==> config.mk <==
export PLATFORM = sky130hd
export DESIGN_NAME = fan_curve_controller
export DESIGN_NICKNAME = d
export VERILOG_FILES = /design/src/design/fcc_pkg.sv /design/src/design/fan_curve_controller.sv
export SDC_FILE = /design/constraint.sdc
export NUM_CORES = 1
export LEC_CHECK = 0
export BUFFER_PORTS_ARGS = -buffer_cell sky130_fd_sc_hd__buf_2
export CORE_AREA = 4 4 276 278
export DETAILED_ROUTE_END_ITERATION = 10
export DIE_AREA = 0 0 280 282
export HOLD_SLACK_MARGIN = 0.03
export SKIP_LAST_GASP = 1
export SLEW_MARGIN = 20
export SYNTH_ARGS = -nofsm -noshare
export SYNTH_HDL_FRONTEND = slang
export SYNTH_SLANG_ARGS = --single-unit
==> constraint.sdc <==
create_clock -name clk_i -period 8.6 [get_ports clk_i]
set_input_delay 0 -clock clk_i [delete_from_list [all_inputs] [get_ports clk_i]]
set_output_delay 0 -clock clk_i [all_outputs]
set_load 0.02 [all_outputs]
==> src/design/fcc_pkg.sv <==
// Shared types and constants for the fan curve controller.
// No dependencies. Used by design/fan_curve_controller.sv.
`default_nettype none

package fcc_pkg;

  // curve geometry
  localparam int NUM_POINTS_DEF = 8;
  localparam int PT_W           = 8;

  // configuration port
  localparam int CFG_DATA_W = 64;
  localparam int CFG_IDX_W  = 3;

  // register indexes
  localparam logic [CFG_IDX_W-1:0] REG_POINT_TEMPS    = 3'd0;
  localparam logic [CFG_IDX_W-1:0] REG_POINT_PERCENTS = 3'd1;
  localparam logic [CFG_IDX_W-1:0] REG_CURVE_MODE     = 3'd2;
  localparam logic [CFG_IDX_W-1:0] REG_MIN_PERCENT    = 3'd3;
  localparam logic [CFG_IDX_W-1:0] REG_MAX_PERCENT    = 3'd4;
  localparam logic [CFG_IDX_W-1:0] REG_ENABLE         = 3'd5;

  // curve mode codes
  localparam logic MODE_LINEAR = 1'b0;
  localparam logic MODE_STEPS  = 1'b1;

  // arithmetic constants
  localparam int MILLI_PER_DEG = 1000;
  localparam int DEG_LO        = 20;
  localparam int DEG_HI        = 100;
  localparam int PCT_MAX       = 100;
  localparam int MAX_PCT_RST   = 100;
  localparam int HOLD_RISE     = 25;
  localparam int HOLD_FALL     = 50;
  localparam int HYST_LINEAR   = 1000;
  localparam int HYST_STEPS    = 2000;

  typedef struct packed {
    logic signed [18:0] temp_milli;
    logic               force_req;
  } in_t;

  typedef struct packed {
    logic [6:0] curve_percent;
    logic       apply;
    logic [6:0] applied_percent;
  } out_t;

  // clamp an 8-bit percent to 100
  function automatic logic [6:0] sat_pct(input logic [7:0] v);
    logic [6:0] r;
    if (v > 8'(PCT_MAX)) begin
      r = 7'(PCT_MAX);
    end else begin
      r = v[6:0];
    end
    return r;
  endfunction

endpackage

`default_nettype wire

==> src/design/fan_curve_controller.sv <==
// Fan curve controller: bit-serial degree divide, serial segment search,
// shift-add interpolation and bit-serial restoring divide, then hysteresis.
// Depends on fcc_pkg.
//
//  channel | signals                               | dir | notes
//  --------+---------------------------------------+-----+------------------------
//  in      | in_valid_i, in_ready_o, in_data_i     | in  | one word at a time, only while idle
//  out     | out_valid_o, out_ready_i, out_data_o  | out | one word per in word
//  cfg     | cfg_we_i, cfg_idx_i, cfg_data_i       | in  | write only, no wait
//
// A word is accepted, divided by 1000 and classified. A sample that falls below
// or above the curve limits goes straight to the finish step; otherwise the
// segment search walks the curve points, and on an interpolated segment the
// multiply and the segment divide run before the finish step. The output
// register lets a new word in while a result waits; a stalled output holds
// the finish step. Reset clears the hold counter, last temperature and percent.
`default_nettype none

module fan_curve_controller #(
  parameter int NUM_POINTS = fcc_pkg::NUM_POINTS_DEF
) (
  input  wire logic                            clk_i,
  input  wire logic                            rst_ni,
  input  wire logic                            in_valid_i,
  output logic                                 in_ready_o,
  input  wire fcc_pkg::in_t                    in_data_i,
  output logic                                 out_valid_o,
  input  wire logic                            out_ready_i,
  output fcc_pkg::out_t                        out_data_o,
  input  wire logic                            cfg_we_i,
  input  wire logic [fcc_pkg::CFG_IDX_W-1:0]   cfg_idx_i,
  input  wire logic [fcc_pkg::CFG_DATA_W-1:0]  cfg_data_i
);
  import fcc_pkg::*;

  localparam int IDX_W = $clog2(NUM_POINTS);

  localparam logic [2:0] S_IDLE  = 3'd0;
  localparam logic [2:0] S_DIV   = 3'd1;
  localparam logic [2:0] S_CLASS = 3'd2;
  localparam logic [2:0] S_SRCH  = 3'd3;
  localparam logic [2:0] S_MUL   = 3'd4;
  localparam logic [2:0] S_QDIV  = 3'd5;
  localparam logic [2:0] S_FIN   = 3'd6;

  // control / config / state registers
  logic [2:0]              state_q, state_d;
  logic                    out_valid_q, out_valid_d;
  logic [CFG_DATA_W-1:0]   point_temps_q, point_temps_d;
  logic [CFG_DATA_W-1:0]   point_pcts_q, point_pcts_d;
  logic                    mode_q, mode_d;
  logic [6:0]              min_pct_q, min_pct_d;
  logic [6:0]              max_pct_q, max_pct_d;
  logic                    enable_q, enable_d;
  logic [5:0]              hold_q, hold_d;
  logic signed [18:0]      last_temp_q, last_temp_d;
  logic [6:0]              last_pct_q, last_pct_d;

  // working registers
  logic signed [18:0]      temp_q, temp_d;
  logic                    force_q, force_d;
  logic                    neg_q, neg_d;
  logic [18:0]             mag_q, mag_d;
  logic [9:0]              rem_q, rem_d;
  logic [4:0]              cnt_q, cnt_d;
  logic [IDX_W-1:0]        idx_q, idx_d;
  logic [PT_W-1:0]         prev_t_q, prev_t_d;
  logic [PT_W-1:0]         prev_p_q, prev_p_d;
  logic [PT_W-1:0]         dx_q, dx_d;
  logic [PT_W-1:0]         a_q, a_d;
  logic [PT_W-1:0]         b_q, b_d;
  logic [PT_W-1:0]         p0_q, p0_d;
  logic [PT_W-1:0]         p1_q, p1_d;
  logic [15:0]             acc_q, acc_d;
  logic [6:0]              pct_q, pct_d;
  out_t                    out_q, out_d;

  always_comb begin
    logic [10:0]       trial_div;
    logic              ge_div;
    logic [8:0]        trial_q;
    logic              ge_q;
    logic [8:0]        deg;
    logic [PT_W-1:0]   pt_t;
    logic [PT_W-1:0]   pt_p;
    logic [PT_W-1:0]   t_off;
    logic [15:0]       quot;
    logic signed [19:0] diff;
    logic [19:0]       adiff;
    logic [19:0]       hyst;
    logic [5:0]        hold_inc;
    logic [5:0]        need;
    logic              fire;

    state_d       = state_q;
    out_valid_d   = out_valid_q;
    point_temps_d = point_temps_q;
    point_pcts_d  = point_pcts_q;
    mode_d        = mode_q;
    min_pct_d     = min_pct_q;
    max_pct_d     = max_pct_q;
    enable_d      = enable_q;
    hold_d        = hold_q;
    last_temp_d   = last_temp_q;
    last_pct_d    = last_pct_q;
    temp_d        = temp_q;
    force_d       = force_q;
    neg_d         = neg_q;
    mag_d         = mag_q;
    rem_d         = rem_q;
    cnt_d         = cnt_q;
    idx_d         = idx_q;
    prev_t_d      = prev_t_q;
    prev_p_d      = prev_p_q;
    dx_d          = dx_q;
    a_d           = a_q;
    b_d           = b_q;
    p0_d          = p0_q;
    p1_d          = p1_q;
    acc_d         = acc_q;
    pct_d         = pct_q;
    out_d         = out_q;

    // restoring divide step by 1000 on the sample magnitude
    trial_div = {rem_q, mag_q[18]};
    ge_div    = trial_div >= 11'(MILLI_PER_DEG);
    // restoring divide step by the segment width
    trial_q   = {rem_q[7:0], acc_q[15]};
    ge_q      = trial_q >= {1'b0, dx_q};
    quot      = {acc_q[14:0], ge_q};

    deg   = mag_q[8:0];
    pt_t  = point_temps_q[PT_W*idx_q +: PT_W];
    pt_p  = point_pcts_q[PT_W*idx_q +: PT_W];
    t_off = 8'(deg - {1'b0, prev_t_q});

    // hysteresis and hold decision
    diff     = 20'(signed'({temp_q[18], temp_q})) - 20'(signed'({last_temp_q[18], last_temp_q}));
    adiff    = diff[19] ? 20'(-diff) : 20'(diff);
    hyst     = (mode_q == MODE_STEPS) ? 20'(HYST_STEPS) : 20'(HYST_LINEAR);
    hold_inc = (hold_q >= 6'(HOLD_FALL)) ? 6'(HOLD_FALL) : 6'(hold_q + 6'd1);
    need     = (temp_q > last_temp_q) ? 6'(HOLD_RISE) : 6'(HOLD_FALL);
    fire     = enable_q && (force_q || ((hold_inc >= need) && (adiff >= hyst)));

    in_ready_o = (state_q == S_IDLE);

    if (out_valid_q && out_ready_i) begin
      out_valid_d = 1'b0;
    end

    if (cfg_we_i) begin
      case (cfg_idx_i)
        REG_POINT_TEMPS:    point_temps_d = cfg_data_i;
        REG_POINT_PERCENTS: point_pcts_d  = cfg_data_i;
        REG_CURVE_MODE:     mode_d        = cfg_data_i[0];
        REG_MIN_PERCENT:    min_pct_d     = cfg_data_i[6:0];
        REG_MAX_PERCENT:    max_pct_d     = cfg_data_i[6:0];
        REG_ENABLE:         enable_d      = cfg_data_i[0];
        default: ;
      endcase
    end

    case (state_q)
      S_IDLE: begin
        if (in_valid_i) begin
          temp_d  = in_data_i.temp_milli;
          force_d = in_data_i.force_req;
          neg_d   = in_data_i.temp_milli[18];
          mag_d   = in_data_i.temp_milli[18] ? 19'(-in_data_i.temp_milli)
                                             : in_data_i.temp_milli;
          rem_d   = '0;
          cnt_d   = 5'd18;
          state_d = S_DIV;
        end
      end
      S_DIV: begin
        rem_d = ge_div ? 10'(trial_div - 11'(MILLI_PER_DEG)) : trial_div[9:0];
        mag_d = {mag_q[17:0], ge_div};
        cnt_d = 5'(cnt_q - 5'd1);
        if (cnt_q == 5'd0) begin
          state_d = S_CLASS;
        end
      end
      S_CLASS: begin
        // negative samples truncate to zero or below: lower limit
        if (neg_q || deg < 9'(DEG_LO)) begin
          pct_d   = sat_pct({1'b0, min_pct_q});
          state_d = S_FIN;
        end else if (deg > 9'(DEG_HI)) begin
          pct_d   = sat_pct({1'b0, max_pct_q});
          state_d = S_FIN;
        end else begin
          idx_d   = '0;
          state_d = S_SRCH;
        end
      end
      S_SRCH: begin
        if (deg < {1'b0, pt_t}) begin
          if (idx_q == '0) begin
            pct_d   = sat_pct(pt_p);
            state_d = S_FIN;
          end else if (mode_q == MODE_STEPS) begin
            pct_d   = sat_pct(prev_p_q);
            state_d = S_FIN;
          end else begin
            // numerator = p0*(dx-t) + p1*t, never negative
            dx_d    = 8'(pt_t - prev_t_q);
            a_d     = t_off;
            b_d     = 8'(pt_t - prev_t_q - t_off);
            p0_d    = prev_p_q;
            p1_d    = pt_p;
            acc_d   = '0;
            cnt_d   = 5'd7;
            state_d = S_MUL;
          end
        end else begin
          prev_t_d = pt_t;
          prev_p_d = pt_p;
          if (idx_q == IDX_W'(NUM_POINTS - 1)) begin
            pct_d   = sat_pct(pt_p);
            state_d = S_FIN;
          end else begin
            idx_d = IDX_W'(idx_q + 1'b1);
          end
        end
      end
      S_MUL: begin
        acc_d = {acc_q[14:0], 1'b0}
              + (a_q[PT_W-1] ? {8'b0, p1_q} : 16'b0)
              + (b_q[PT_W-1] ? {8'b0, p0_q} : 16'b0);
        a_d   = {a_q[PT_W-2:0], 1'b0};
        b_d   = {b_q[PT_W-2:0], 1'b0};
        cnt_d = 5'(cnt_q - 5'd1);
        if (cnt_q == 5'd0) begin
          rem_d   = '0;
          cnt_d   = 5'd15;
          state_d = S_QDIV;
        end
      end
      S_QDIV: begin
        rem_d = ge_q ? {2'b0, 8'(trial_q - {1'b0, dx_q})} : {1'b0, trial_q};
        acc_d = quot;
        cnt_d = 5'(cnt_q - 5'd1);
        if (cnt_q == 5'd0) begin
          // quotient stays below 256
          pct_d   = sat_pct(quot[7:0]);
          state_d = S_FIN;
        end
      end
      S_FIN: begin
        if (!out_valid_q || out_ready_i) begin
          if (enable_q) begin
            hold_d = fire ? 6'd0 : hold_inc;
          end
          if (fire) begin
            last_temp_d = temp_q;
            last_pct_d  = pct_q;
          end
          out_d.curve_percent   = pct_q;
          out_d.apply           = fire;
          out_d.applied_percent = fire ? pct_q : last_pct_q;
          out_valid_d           = 1'b1;
          state_d               = S_IDLE;
        end
      end
      default: begin
        state_d = S_IDLE;
      end
    endcase
  end

  always_ff @(posedge clk_i or negedge rst_ni) begin
    if (!rst_ni) begin
      state_q       <= S_IDLE;
      out_valid_q   <= 1'b0;
      point_temps_q <= '0;
      point_pcts_q  <= '0;
      mode_q        <= MODE_LINEAR;
      min_pct_q     <= '0;
      max_pct_q     <= 7'(MAX_PCT_RST);
      enable_q      <= 1'b0;
      hold_q        <= '0;
      last_temp_q   <= '0;
      last_pct_q    <= '0;
    end else begin
      state_q       <= state_d;
      out_valid_q   <= out_valid_d;
      point_temps_q <= point_temps_d;
      point_pcts_q  <= point_pcts_d;
      mode_q        <= mode_d;
      min_pct_q     <= min_pct_d;
      max_pct_q     <= max_pct_d;
      enable_q      <= enable_d;
      hold_q        <= hold_d;
      last_temp_q   <= last_temp_d;
      last_pct_q    <= last_pct_d;
    end
  end

  always_ff @(posedge clk_i) begin
    temp_q   <= temp_d;
    force_q  <= force_d;
    neg_q    <= neg_d;
    mag_q    <= mag_d;
    rem_q    <= rem_d;
    cnt_q    <= cnt_d;
    idx_q    <= idx_d;
    prev_t_q <= prev_t_d;
    prev_p_q <= prev_p_d;
    dx_q     <= dx_d;
    a_q      <= a_d;
    b_q      <= b_d;
    p0_q     <= p0_d;
    p1_q     <= p1_d;
    acc_q    <= acc_d;
    pct_q    <= pct_d;
    out_q    <= out_d;
  end

  assign out_valid_o = out_valid_q;
  assign out_data_o  = out_q;

endmodule

`default_nettype wire
* Yosys cells after proc, flatten, opt, wreduce, memory -nomap -nowiden
Index checks and enable logic that the tools add are counted.
** Storage, ports and cells
- Output and inout port bits :: 17
- Register bits after elaboration :: 332
** Operators by class
- Eq/ne operators :: 27
- Bitwise gates (word level) :: 3
- Add/subtract/negate cells :: 13
- Reduce and logical (&&, ||, !) cells :: 39
- Shift-type cells :: 2
- Multiplexer cells :: 67
- $lt $le $gt $ge :: 14
** Operators with widths (number)
- $shiftx 64x7->8 :: 2
- $mux 7 :: 13
- $mux 8 :: 8
- $mux 16 :: 3
- $pmux 16 s3 :: 1
- $pmux 10 s4 :: 1
- $mux 3 :: 13
- $mux 19 :: 2
- $pmux 19 s2 :: 1
- $add 16x8->16 :: 2
- $pmux 8 s2 :: 2
- $sub 8x8->8 :: 4
- $mux 10 :: 3
- $mux 5 :: 5
- $gt 8x7->1 const B :: 3
- $ne 2x2->1 const B :: 12
- $pmux 3 s7 :: 1
- $pmux 7 s3 :: 1
- $ge 20x11->1 :: 1
- $mux 20 :: 1
- $neg 20->20 :: 1
- $pmux 5 s4 :: 1
- $reduce_and 2->1 :: 10
- $sub 19x19->20 :: 1
- other kinds (39) :: 73

* Logic depth before layout (Yosys ltp)
Gate-level depths: netlist of the first run.
- Word-level depth :: 8
- Gate-level depth with buffers :: 24

* Worst setup path before layout of the first run
OpenSTA, ideal clock, no wires.
- Kind :: register -> register
- Start :: register idx_q[0]
- End :: register pct_q[0], enable pin
- Path slack :: 1.835 ns
- Buffers on the path :: 4
- Cell stages (with the launch flop) :: 18
- Period minus slack after synthesis :: 6.765 ns
- Arrival :: 6.347 ns
- Path through :: edfxtp_1 clkbuf_1 buf_1 buf_2 buf_1 mux4_2 nand2_1 and2_1 ha_1 o21a_1 o21a_1 o21ai_0 nand2b_1 a21oi_1 o21a_1 o21ai_0 nor3_1 nor3_1
** On the way
- Cells in the longest elaborated chain, start to end :: 4
- Elaborated cells on any way between the ends :: 7
- Those cells by class :: 1 x order compare; 3 x eq/ne; 1 x shift; 2 x reduce/logical
** RTL lines
- start: declaration :: line fan_curve_controller.sv:66 : logic [IDX_W-1:0] idx_q, idx_d;
- start signal: assignment :: line fan_curve_controller.sv:307 : idx_q <= idx_d;
- $shiftx 64x7->8 :: line fan_curve_controller.sv:133 : pt_t = point_temps_q[PT_W*idx_q +: PT_W];
- $lt 9x8->1 :: line fan_curve_controller.sv:198 : if (deg < {1'b0, pt_t}) begin
- $ne 4x4->1 (no source line) or $ne 3x3->1 (tied branches)
- $reduce_and 5->1 (no source line) (*)
- end signal: assignment :: line fan_curve_controller.sv:316 : pct_q <= pct_d;
- end: declaration :: line fan_curve_controller.sv:75 : logic [6:0] pct_q, pct_d;
Mark *: on every way between the ends. The rest lies on a longest branch, timed or not.
A chain may end at the register's enable or synchronous reset.

* Worst setup path after layout of the first run
- Start :: register last_temp_q[0]
- End :: register last_temp_q[4]
** On the way
- Cells in the longest elaborated chain, start to end :: 8
- Elaborated cells on any way between the ends :: 11
- Those cells by class :: 2 x add/sub; 3 x order compare; 2 x mux; 4 x reduce/logical
** RTL lines
- start: declaration :: line fan_curve_controller.sv:56 : logic signed [18:0] last_temp_q, last_temp_d;
- start signal: assignment :: line fan_curve_controller.sv:295 : last_temp_q <= last_temp_d;
- $sub 19x19->20 :: line fan_curve_controller.sv:138 : diff = 20'(signed'({temp_q[18], temp_q})) - 20'(signed'({last_temp_q[18], last_temp_q}));
- $neg 20->20 :: line fan_curve_controller.sv:139 : adiff = diff[19] ? 20'(-diff) : 20'(diff);
- $mux 20 :: line fan_curve_controller.sv:139
- $ge 20x11->1 :: line fan_curve_controller.sv:143 : fire = enable_q && (force_q || ((hold_inc >= need) && (adiff >= hyst)));
- $logic_and 1x1->1 (*) :: line fan_curve_controller.sv:143
- $logic_or 1x1->1 (*) :: line fan_curve_controller.sv:143
- $logic_and 1x1->1 (*) :: line fan_curve_controller.sv:143
- $reduce_and 3->1 (no source line) (*)
Marks and branches as above.

==> results of run 1 <==
[critical path: stages, from the launching register on]
cell and delay [ns]:
dfrtp_1 0.38, ha_1 0.24, fa_1 0.43, nand2b_1 0.23, a21oi_2 0.29, nor2_1 0.10
xnor2_1 0.19, nor3_2 0.33, nand2_1 0.08, o21ai_0 0.19, xnor2_1 0.10, ha_1 0.30
nand3_1 0.07, nor4_1 0.18, o21ai_0 0.15, o211a_1 0.15, a41oi_2 0.38, and2_2 0.82
mux2_1 0.39
[state kept, by name, summed over array words and instances, names as in the netlist, 10 cells and up]
register       count
point_pcts_q      64
point_temps_q     64
last_temp_q       19
mag_q             19
temp_q            19
acc_q             16
out_data_o        15
rem_q             10
[worst max-delay path by stage]
stage                                end  slack, ns
after floorplan                 pct_q[0]       1.83
after global placement    last_temp_q[2]       3.55
after detailed placement  last_temp_q[4]       3.44
after CTS                 last_temp_q[4]       3.41
after global routing      last_temp_q[4]       2.89
final                     last_temp_q[4]       3.45
[routing by layer]
| layer | part of all wire (%) | track usage, % |
|---|---|---|
| met5 | 0 | 0 |
| met3 | 4.6 | 2.07 |
| met2 | 47 | 19.0 |
| met1 | 47 | 15.6 |
| met4 | 2.2 | 2.79 |
[stage by stage]
step                      cells  util (%)  hold slack (ns)
after floorplan            1573         -           -0.296
after global placement     2609      27.1            0.181
after detailed placement   2609      27.1            0.187
after CTS                  2762      29.9           0.0749
after global routing       2766      29.9            0.177
final                      2767      29.9           0.0958
[synth_stat cells, types with 4 or more instances]
cell type,number,area [um^2]
a211oi_1,6,45.0
a21o_1,18,135
a21oi_1,74,370
a22oi_1,4,30.0
a31oi_1,10,62.6
and2_1,33,206
and3_1,11,68.8
buf_1,6,22.5
buf_2,6,30.0
clkbuf_1,42,158
dfrtp_1,177,4430
edfxtp_1,151,4530
fa_1,13,260
ha_1,81,1010
inv_1,86,323
mux2_1,6,67.6
mux2_2,152,1710
mux2_4,19,285
mux2i_1,17,170
mux4_2,32,721
nand2_1,152,571
nand2b_1,17,106
nand3_1,26,130
nand4_1,6,37.5
nand4b_1,6,52.6
nor2_1,84,315
nor2b_1,10,62.6
nor3_1,18,90.1
nor3b_1,5,37.5
nor4_1,5,31.3
o211a_1,5,50.1
o211ai_1,5,37.5
o21a_1,7,52.6
o21ai_0,95,475
o21ai_1,4,20.0
o21bai_1,7,52.6
o22ai_1,7,43.8
o31ai_1,11,82.6
or2_2,4,25.0
or3_1,5,31.3
or4_1,4,30.0
xnor2_1,38,333
xor2_1,40,350
[kinds of logic after synthesis]
group,share of synthesized area [%]
compound gates,10.1
mux,16.1
simple gates,10.7
flops,49.3
buf+inv,3.17
xor+xnor,3.72
fa+ha+maj,6.94
[final cells by class]
cell class	instances	area [um^2]	share of cell area, %
Sequential cell	331	9040	40.9
Multi-Input combinational cell	1096	8770	39.7
Timing Repair Buffer	215	1580	7.14
Tap cell	969	1210	5.49
Clock buffer	52	1000	4.54
Inverter	88	330	1.49
Clock inverter	11	145	0.657
Antenna cell	5	12.5	0.0566
[power by group]
| part | total (mW) | internal [mW] | switching, mW |
|---|---|---|---|
| Clock | 1.53 | 0.879 | 0.648 |
| Sequential | 2.64 | 2.30 | 0.341 |
| Combinational | 3.27 | 1.42 | 1.85 |
| Total | 7.44 | 4.60 | 2.84 |
[what timing repair did]
item                                   4_1_cts  5_1_grt
hold buffers                                90        0
endpoints found under the hold margin      308        0
buffers inserted                             0        0
setup endpoints to repair                    0        0
==> metrics.md, run 1 <==
| Metric | Value |
|---|---|
| Status | `complete, no violations` |
| Die width | `280 um` |
| Final instance area | `between 20000 and 25000 um^2` |
| Number of global-route vias before repair | `about 13000` |
| Post-layout nets | `1953` |
| Length in cells of the worst reg-to-reg path | `18` |
| Worst hold path class | `input port to flop` |
| Hold Crit Start | `in_valid_i` |
| Reg clk slew, reported paths | `0.07 ns` |
| CP max FO | `26` |
| Period minus WS final | `5.15 ns` |
| H-tree levels | `2` |
| R2R Path End | `last_temp_q[4]` |
| Root Buffer | `clkbuf_16` |
| Cells after synthesis | `between 1500 and 2000` |
| Flip-flop and latch count after synthesis | `roughly 330` |
| Post-DR vias/cell | `4.64` |
| Post-DP HPWL | `33500 um` |
| CP required | `9.01 ns` |
| GR Util All Layers | `11.4%` |
| WHS Path Cells | `5` |
| Top FF cell, synth | `dfrtp_1` |
| Critical path class | `flop to flop` |
| Layout cell share with drive strength beyond 1 | `between 20 and 25%` |
| Number of buffers created by CTS | `35` |
| PwrDens | `337 nW/um^2` |
| Setup Skew | `0.0255 ns` |
| Tightest Pin Transition | `1.08 ns` |
| Slew Limit Headroom | `about 28%` |
| DRT antenna net count | `0` |
| Clk sinks | `331` |
| Ys async rst share | `a little over half` |
| Core Area | `73900 um^2` |
| Core Rows | `100` |
| CP startpoint kind | `flop` |
| Post-synthesis sequential area ratio | `between 40% and 50%` |
| Initial Util | `24.8%` |
| Detailed-route via count | `between 10000 and 15000` |
| # fillers | `7513` |
| Crit path capture type | `flop` |
| DRC Markers | `0` |
| Critical path launch point | `last_temp_q[0]` |
| # resized after CTS | `0` |
| Routability Congestion | `0.868` |
| Routed WL | `between 40000 and 50000 um` |
| RSZ-0062 raised after global routing | `no` |
| Synth unique cells | `84` |
| Dpl cell area | `20000 um^2` |
| Clock Latency Late Sink | `0.54 ns` |
| Area Overhead vs Synth | `20.4%` |
| DIE HEIGHT | `282 um` |
| Mean post-synth cell area | `11.7 um^2` |
| Finish-stage setup viols | `0` |
| Leak | `approximately 8.9 nW` |
| Max clock buf depth | `3` |
| Reg2Reg Launch Point | `last_temp_q[0]` |
| Largest net degree at the start of global routing | `126` |
| Fmax | `0.194 GHz` |
| GRT Residual Overflow | `0` |
| Die area | `79000 um^2` |
| Wire per inst | `16.3 um` |
| Synth Warn # | `0` |
| Worst vdd ir | `155 uV` |
| Hold EP | `state_q[0]` |
| Final Power | `7.44 mW` |
| Post-Syn Area | `18400 um^2` |
| Port Buffers | `108` |
| Post-Place Setup Slack | `roughly 3.4 ns` |
| Crit path DAT | `between 5 and 6 ns` |
| Antenna violations before repair | `4` |
| First-pass GRT wire length | `73300 um` |
| Commonest non-fill, non-tap cells in the layout | `dfrtp_1, nand2_1, mux2_2` |
| Max-cap violation count | `0` |
| CTS tree | `done` |
| Setup ws final | `3.45 ns` |
| R2R setup slack | `3.45 ns` |
| Final Hold Viols | `0` |
| Post-synth EDFFs | `151` |
| Period utilisation layout | `roughly three fifths` |
| Most common cell after layout, fill and taps aside | `dfrtp_1` |
| Router iterations before antenna repair | `5` |
| Setup Total Neg Slack | `0 ns` |
| Number of I/O pins | `109` |
| Max-slew violation count | `0` |
| DRT iter0 DRCs | `a little over 800` |
| Syn Nets | `1759` |
Note: power is estimated with default switching activity, not from simulation.
==> run 2: changes to the inputs <==
- clock period: 8.6 -> 5.04 ns (I/O delays scaled with it)
==> run 2 against run 1 <==
- clock skew shrank 0.0031 ns
- total power increased by 71%
- critical endpoint is now out_data_o[4]
- final cell count rose by 0.54%
- die area unchanged
- non-clock buffer count is 13 higher
- maximum frequency grew 11%
- design area grew 0.68%
- count of clock-buffer cells in the layout rose by 3
- sequential power grew 71%
- via count decreased by 0.46%
- sequential share of layout area decreased by 0.28 points
==> metrics.md, run 2 (synthesized netlist as in run 1, its figures left out) <==
| Metric | Value |
|---|---|
| Status | `complete, no violations` |
| Die width | `280 um (unchanged)` |
| Layout Cells excl Fill | `2782 (+0.54%)` |
| Top Registers | `point_pcts_q: 64 flops, point_temps_q: 64 flops` |
| Post-layout nets | `1967 (+0.72%)` |
| Post-DP HPWL | `33800 um (+0.70%)` |
| Final Hold Viols | `0 (unchanged)` |
| Max-cap violation count | `0 (unchanged)` |
| Number of global-route vias before repair | `13100 (-1.8%)` |
| DIE HEIGHT | `282 um (unchanged)` |
| Number of buffers created by CTS | `36 (+2.9%)` |
| CP delay by family, top | `compound AO/OA/AOI/OAI gates` |
| Tightest Pin Transition | `1.06 ns (-0.0139 ns)` |
| Clock Latency Late Sink | `0.54 ns (about the same)` |
| Layout cell share with drive strength beyond 1 | `23.7% (+0.68 points)` |
| Setup Skew | `0.0224 ns (-0.00309 ns)` |
| Detailed-route via count | `12800 (-0.46%)` |
| Leak | `9.01 nW (+1.0%)` |
| Max-slew violation count | `0 (unchanged)` |
| Period utilisation layout | `92.4% (+33 points)` |
| # fillers | `7454 (-0.79%)` |
| Port Buffers | `108 (unchanged)` |
| PwrDens | `572 nW/um^2 (+70%)` |
| Antenna violations before repair | `3 (-1)` |
| Die area | `79000 um^2 (unchanged)` |
| Clk sinks | `331 (unchanged)` |
| Placed cell count | `2621 (+0.46%)` |
| WP buf/inv | `1 (+1)` |
| DRT iter0 DRCs | `843 (+2.8%)` |
| CP max FO | `9 (-65%)` |
| R2R setup slack | `0.38 ns (-3.07 ns)` |
| Most common cell after layout, fill and taps aside | `dfrtp_1` |
| CP startpoint kind | `flop` |
| GR Util All Layers | `11.2% (-0.19 points)` |
| Core Area | `73900 um^2 (unchanged)` |
| Router iterations before antenna repair | `5 (unchanged)` |
| Crit path DAT | `4.93 ns (-0.63 ns)` |
| H-tree levels | `2 (unchanged)` |
| Number of I/O pins | `109 (unchanged)` |
| Commonest non-fill, non-tap cells in the layout | `dfrtp_1, mux2_2, nand2_1, edfxtp_1, buf_2` |
| Routed WL | `44900 um (-0.80%)` |
| Critical path class | `flop to flop` |
| Max clock buf depth | `3 (unchanged)` |
| CTS tree | `done` |
| GRT Residual Overflow | `0 (unchanged)` |
| Finish-stage setup viols | `0 (unchanged)` |
| Max stage delay cell, worst path | `fa_1` |
| Fin util | `30.1% (+0.20 points)` |
| First-pass GRT wire length | `72000 um (-1.7%)` |
| Core Rows | `100 (unchanged)` |
| Max incr delay on CP | `0.42 ns (-0.40 ns)` |
| DRT antenna net count | `0 (unchanged)` |
| Area Overhead vs Synth | `21.2%` |
| Worst hold path class | `input port to asynchronous set/reset pin` |
| Fmax | `0.215 GHz (+11%)` |
| CP cell instances | `ha_1, fa_1, nand2b_1, a21oi_4, o211ai_1, a21oi_1, nor2_1, o21ai_0, o21ai_0, a21o_1, inv_1, ha_1, nand2b_1, a21oi_1, o21ai_0, a21oi_1, nor2_1, nor3_1, a41oi_4, nand2_2, mux2_2` |
| Crit path capture type | `flop` |
| Post-DR vias/cell | `4.59 (-1.0%)` |
| Worst vdd ir | `269 uV (+74%)` |
| Slew Limit Headroom | `29.2% (+0.93 points)` |
| CP required | `5.31 ns (-3.70 ns)` |
| Root Buffer | `clkbuf_16` |
| Routability Congestion | `0.863 (-0.66%)` |
| Period minus WS final | `4.66 ns (-0.491 ns)` |
| Wire per inst | `16.1 um (-1.3%)` |
| Initial Util | `24.8% (unchanged)` |
| Largest net degree at the start of global routing | `74 (-41%)` |
| DRC Markers | `0 (unchanged)` |
| Reg clk slew, reported paths | `0.06 ns (about the same)` |
[run 2: timing repair]
| item | CTS | global route |
|---|---|---|
| hold endpoints to repair | 255 | 0 |
| hold buffers | 90 | 0 |
| endpoints found under the setup margin | 0 | 33 |
| resized for setup | 0 | 4 |
| setup buffers | 0 | 1 |
[run 2: final timing paths]
kind	start	to	cells past startpoint
worst max-delay path	last_temp_q[0]	out_data_o[4]	21
worst min-delay path	rst_ni	point_pcts_q[19]	2
worst max register to register	last_temp_q[0]	out_data_o[4]	21
worst min register to register	last_temp_q[6]	last_temp_q[6]	1
max in group asynchronous	rst_ni	last_temp_q[0]	3
min in group clk_i	in_valid_i	state_q[0]	5
[run 2: power by group]
part           switching (mW)  internal, mW
Clock                    1.11          1.50
Sequential              0.585          3.93
Combinational            3.16          2.45
Total                    4.85          7.88
[run 2: final cells by class]
type / instances / area [um^2] / area share, %
well taps: 969 / 1210 / 5.45
repair buffers: 228 / 1680 / 7.54
clock buffers: 55 / 1080 / 4.87
inverters: 88 / 330 / 1.48
diodes: 4 / 10.0 / 0.0450
multi-input cells: 1096 / 8800 / 39.6
flip-flops and latches: 331 / 9040 / 40.6
clock inverters: 11 / 91.3 / 0.411
[run 2: metrics by stage]
| stage | power [mW] | area, um^2 | setup slack (ns) | hold slack, ns | TNS, ns |
|---|---|---|---|---|---|
| global placement | 9.93 | 20100 | 0.272 | 0.0449 | 0 |
| finish | 12.7 | 22200 | 0.385 | 0.0420 | 0 |
| global route | 13.8 | 22200 | -0.0108 | 0.0919 | -0.0108 |
| floorplan | 8.64 | 18400 | 0.123 | -0.296 | 0 |
| detailed placement | 10.1 | 20100 | 0.0950 | 0.0565 | 0 |
| CTS | 12.8 | 22200 | 0.106 | 0.0448 | 0 |
[run 2: metal layers]
layer	track usage [%]	wire (um)
met4	2.17	672
met2	18.8	21100
met3	2.06	2410
met1	15.4	20700
met5	0	0
[run 2: worst reg2reg max path, stage by stage, from the launching register on]
cell	delay, ns
dfrtp_1	0.38
ha_1	0.23
fa_1	0.42
nand2b_1	0.24
a21oi_4	0.23
o211ai_1	0.15
a21oi_1	0.16
nor2_1	0.09
o21ai_0	0.26
o21ai_0	0.12
a21o_1	0.20
inv_1	0.10
ha_1	0.23
nand2b_1	0.14
a21oi_1	0.15
o21ai_0	0.10
a21oi_1	0.16
nor2_1	0.06
nor3_1	0.27
a41oi_4	0.11
nand2_2	0.24
mux2_2	0.37
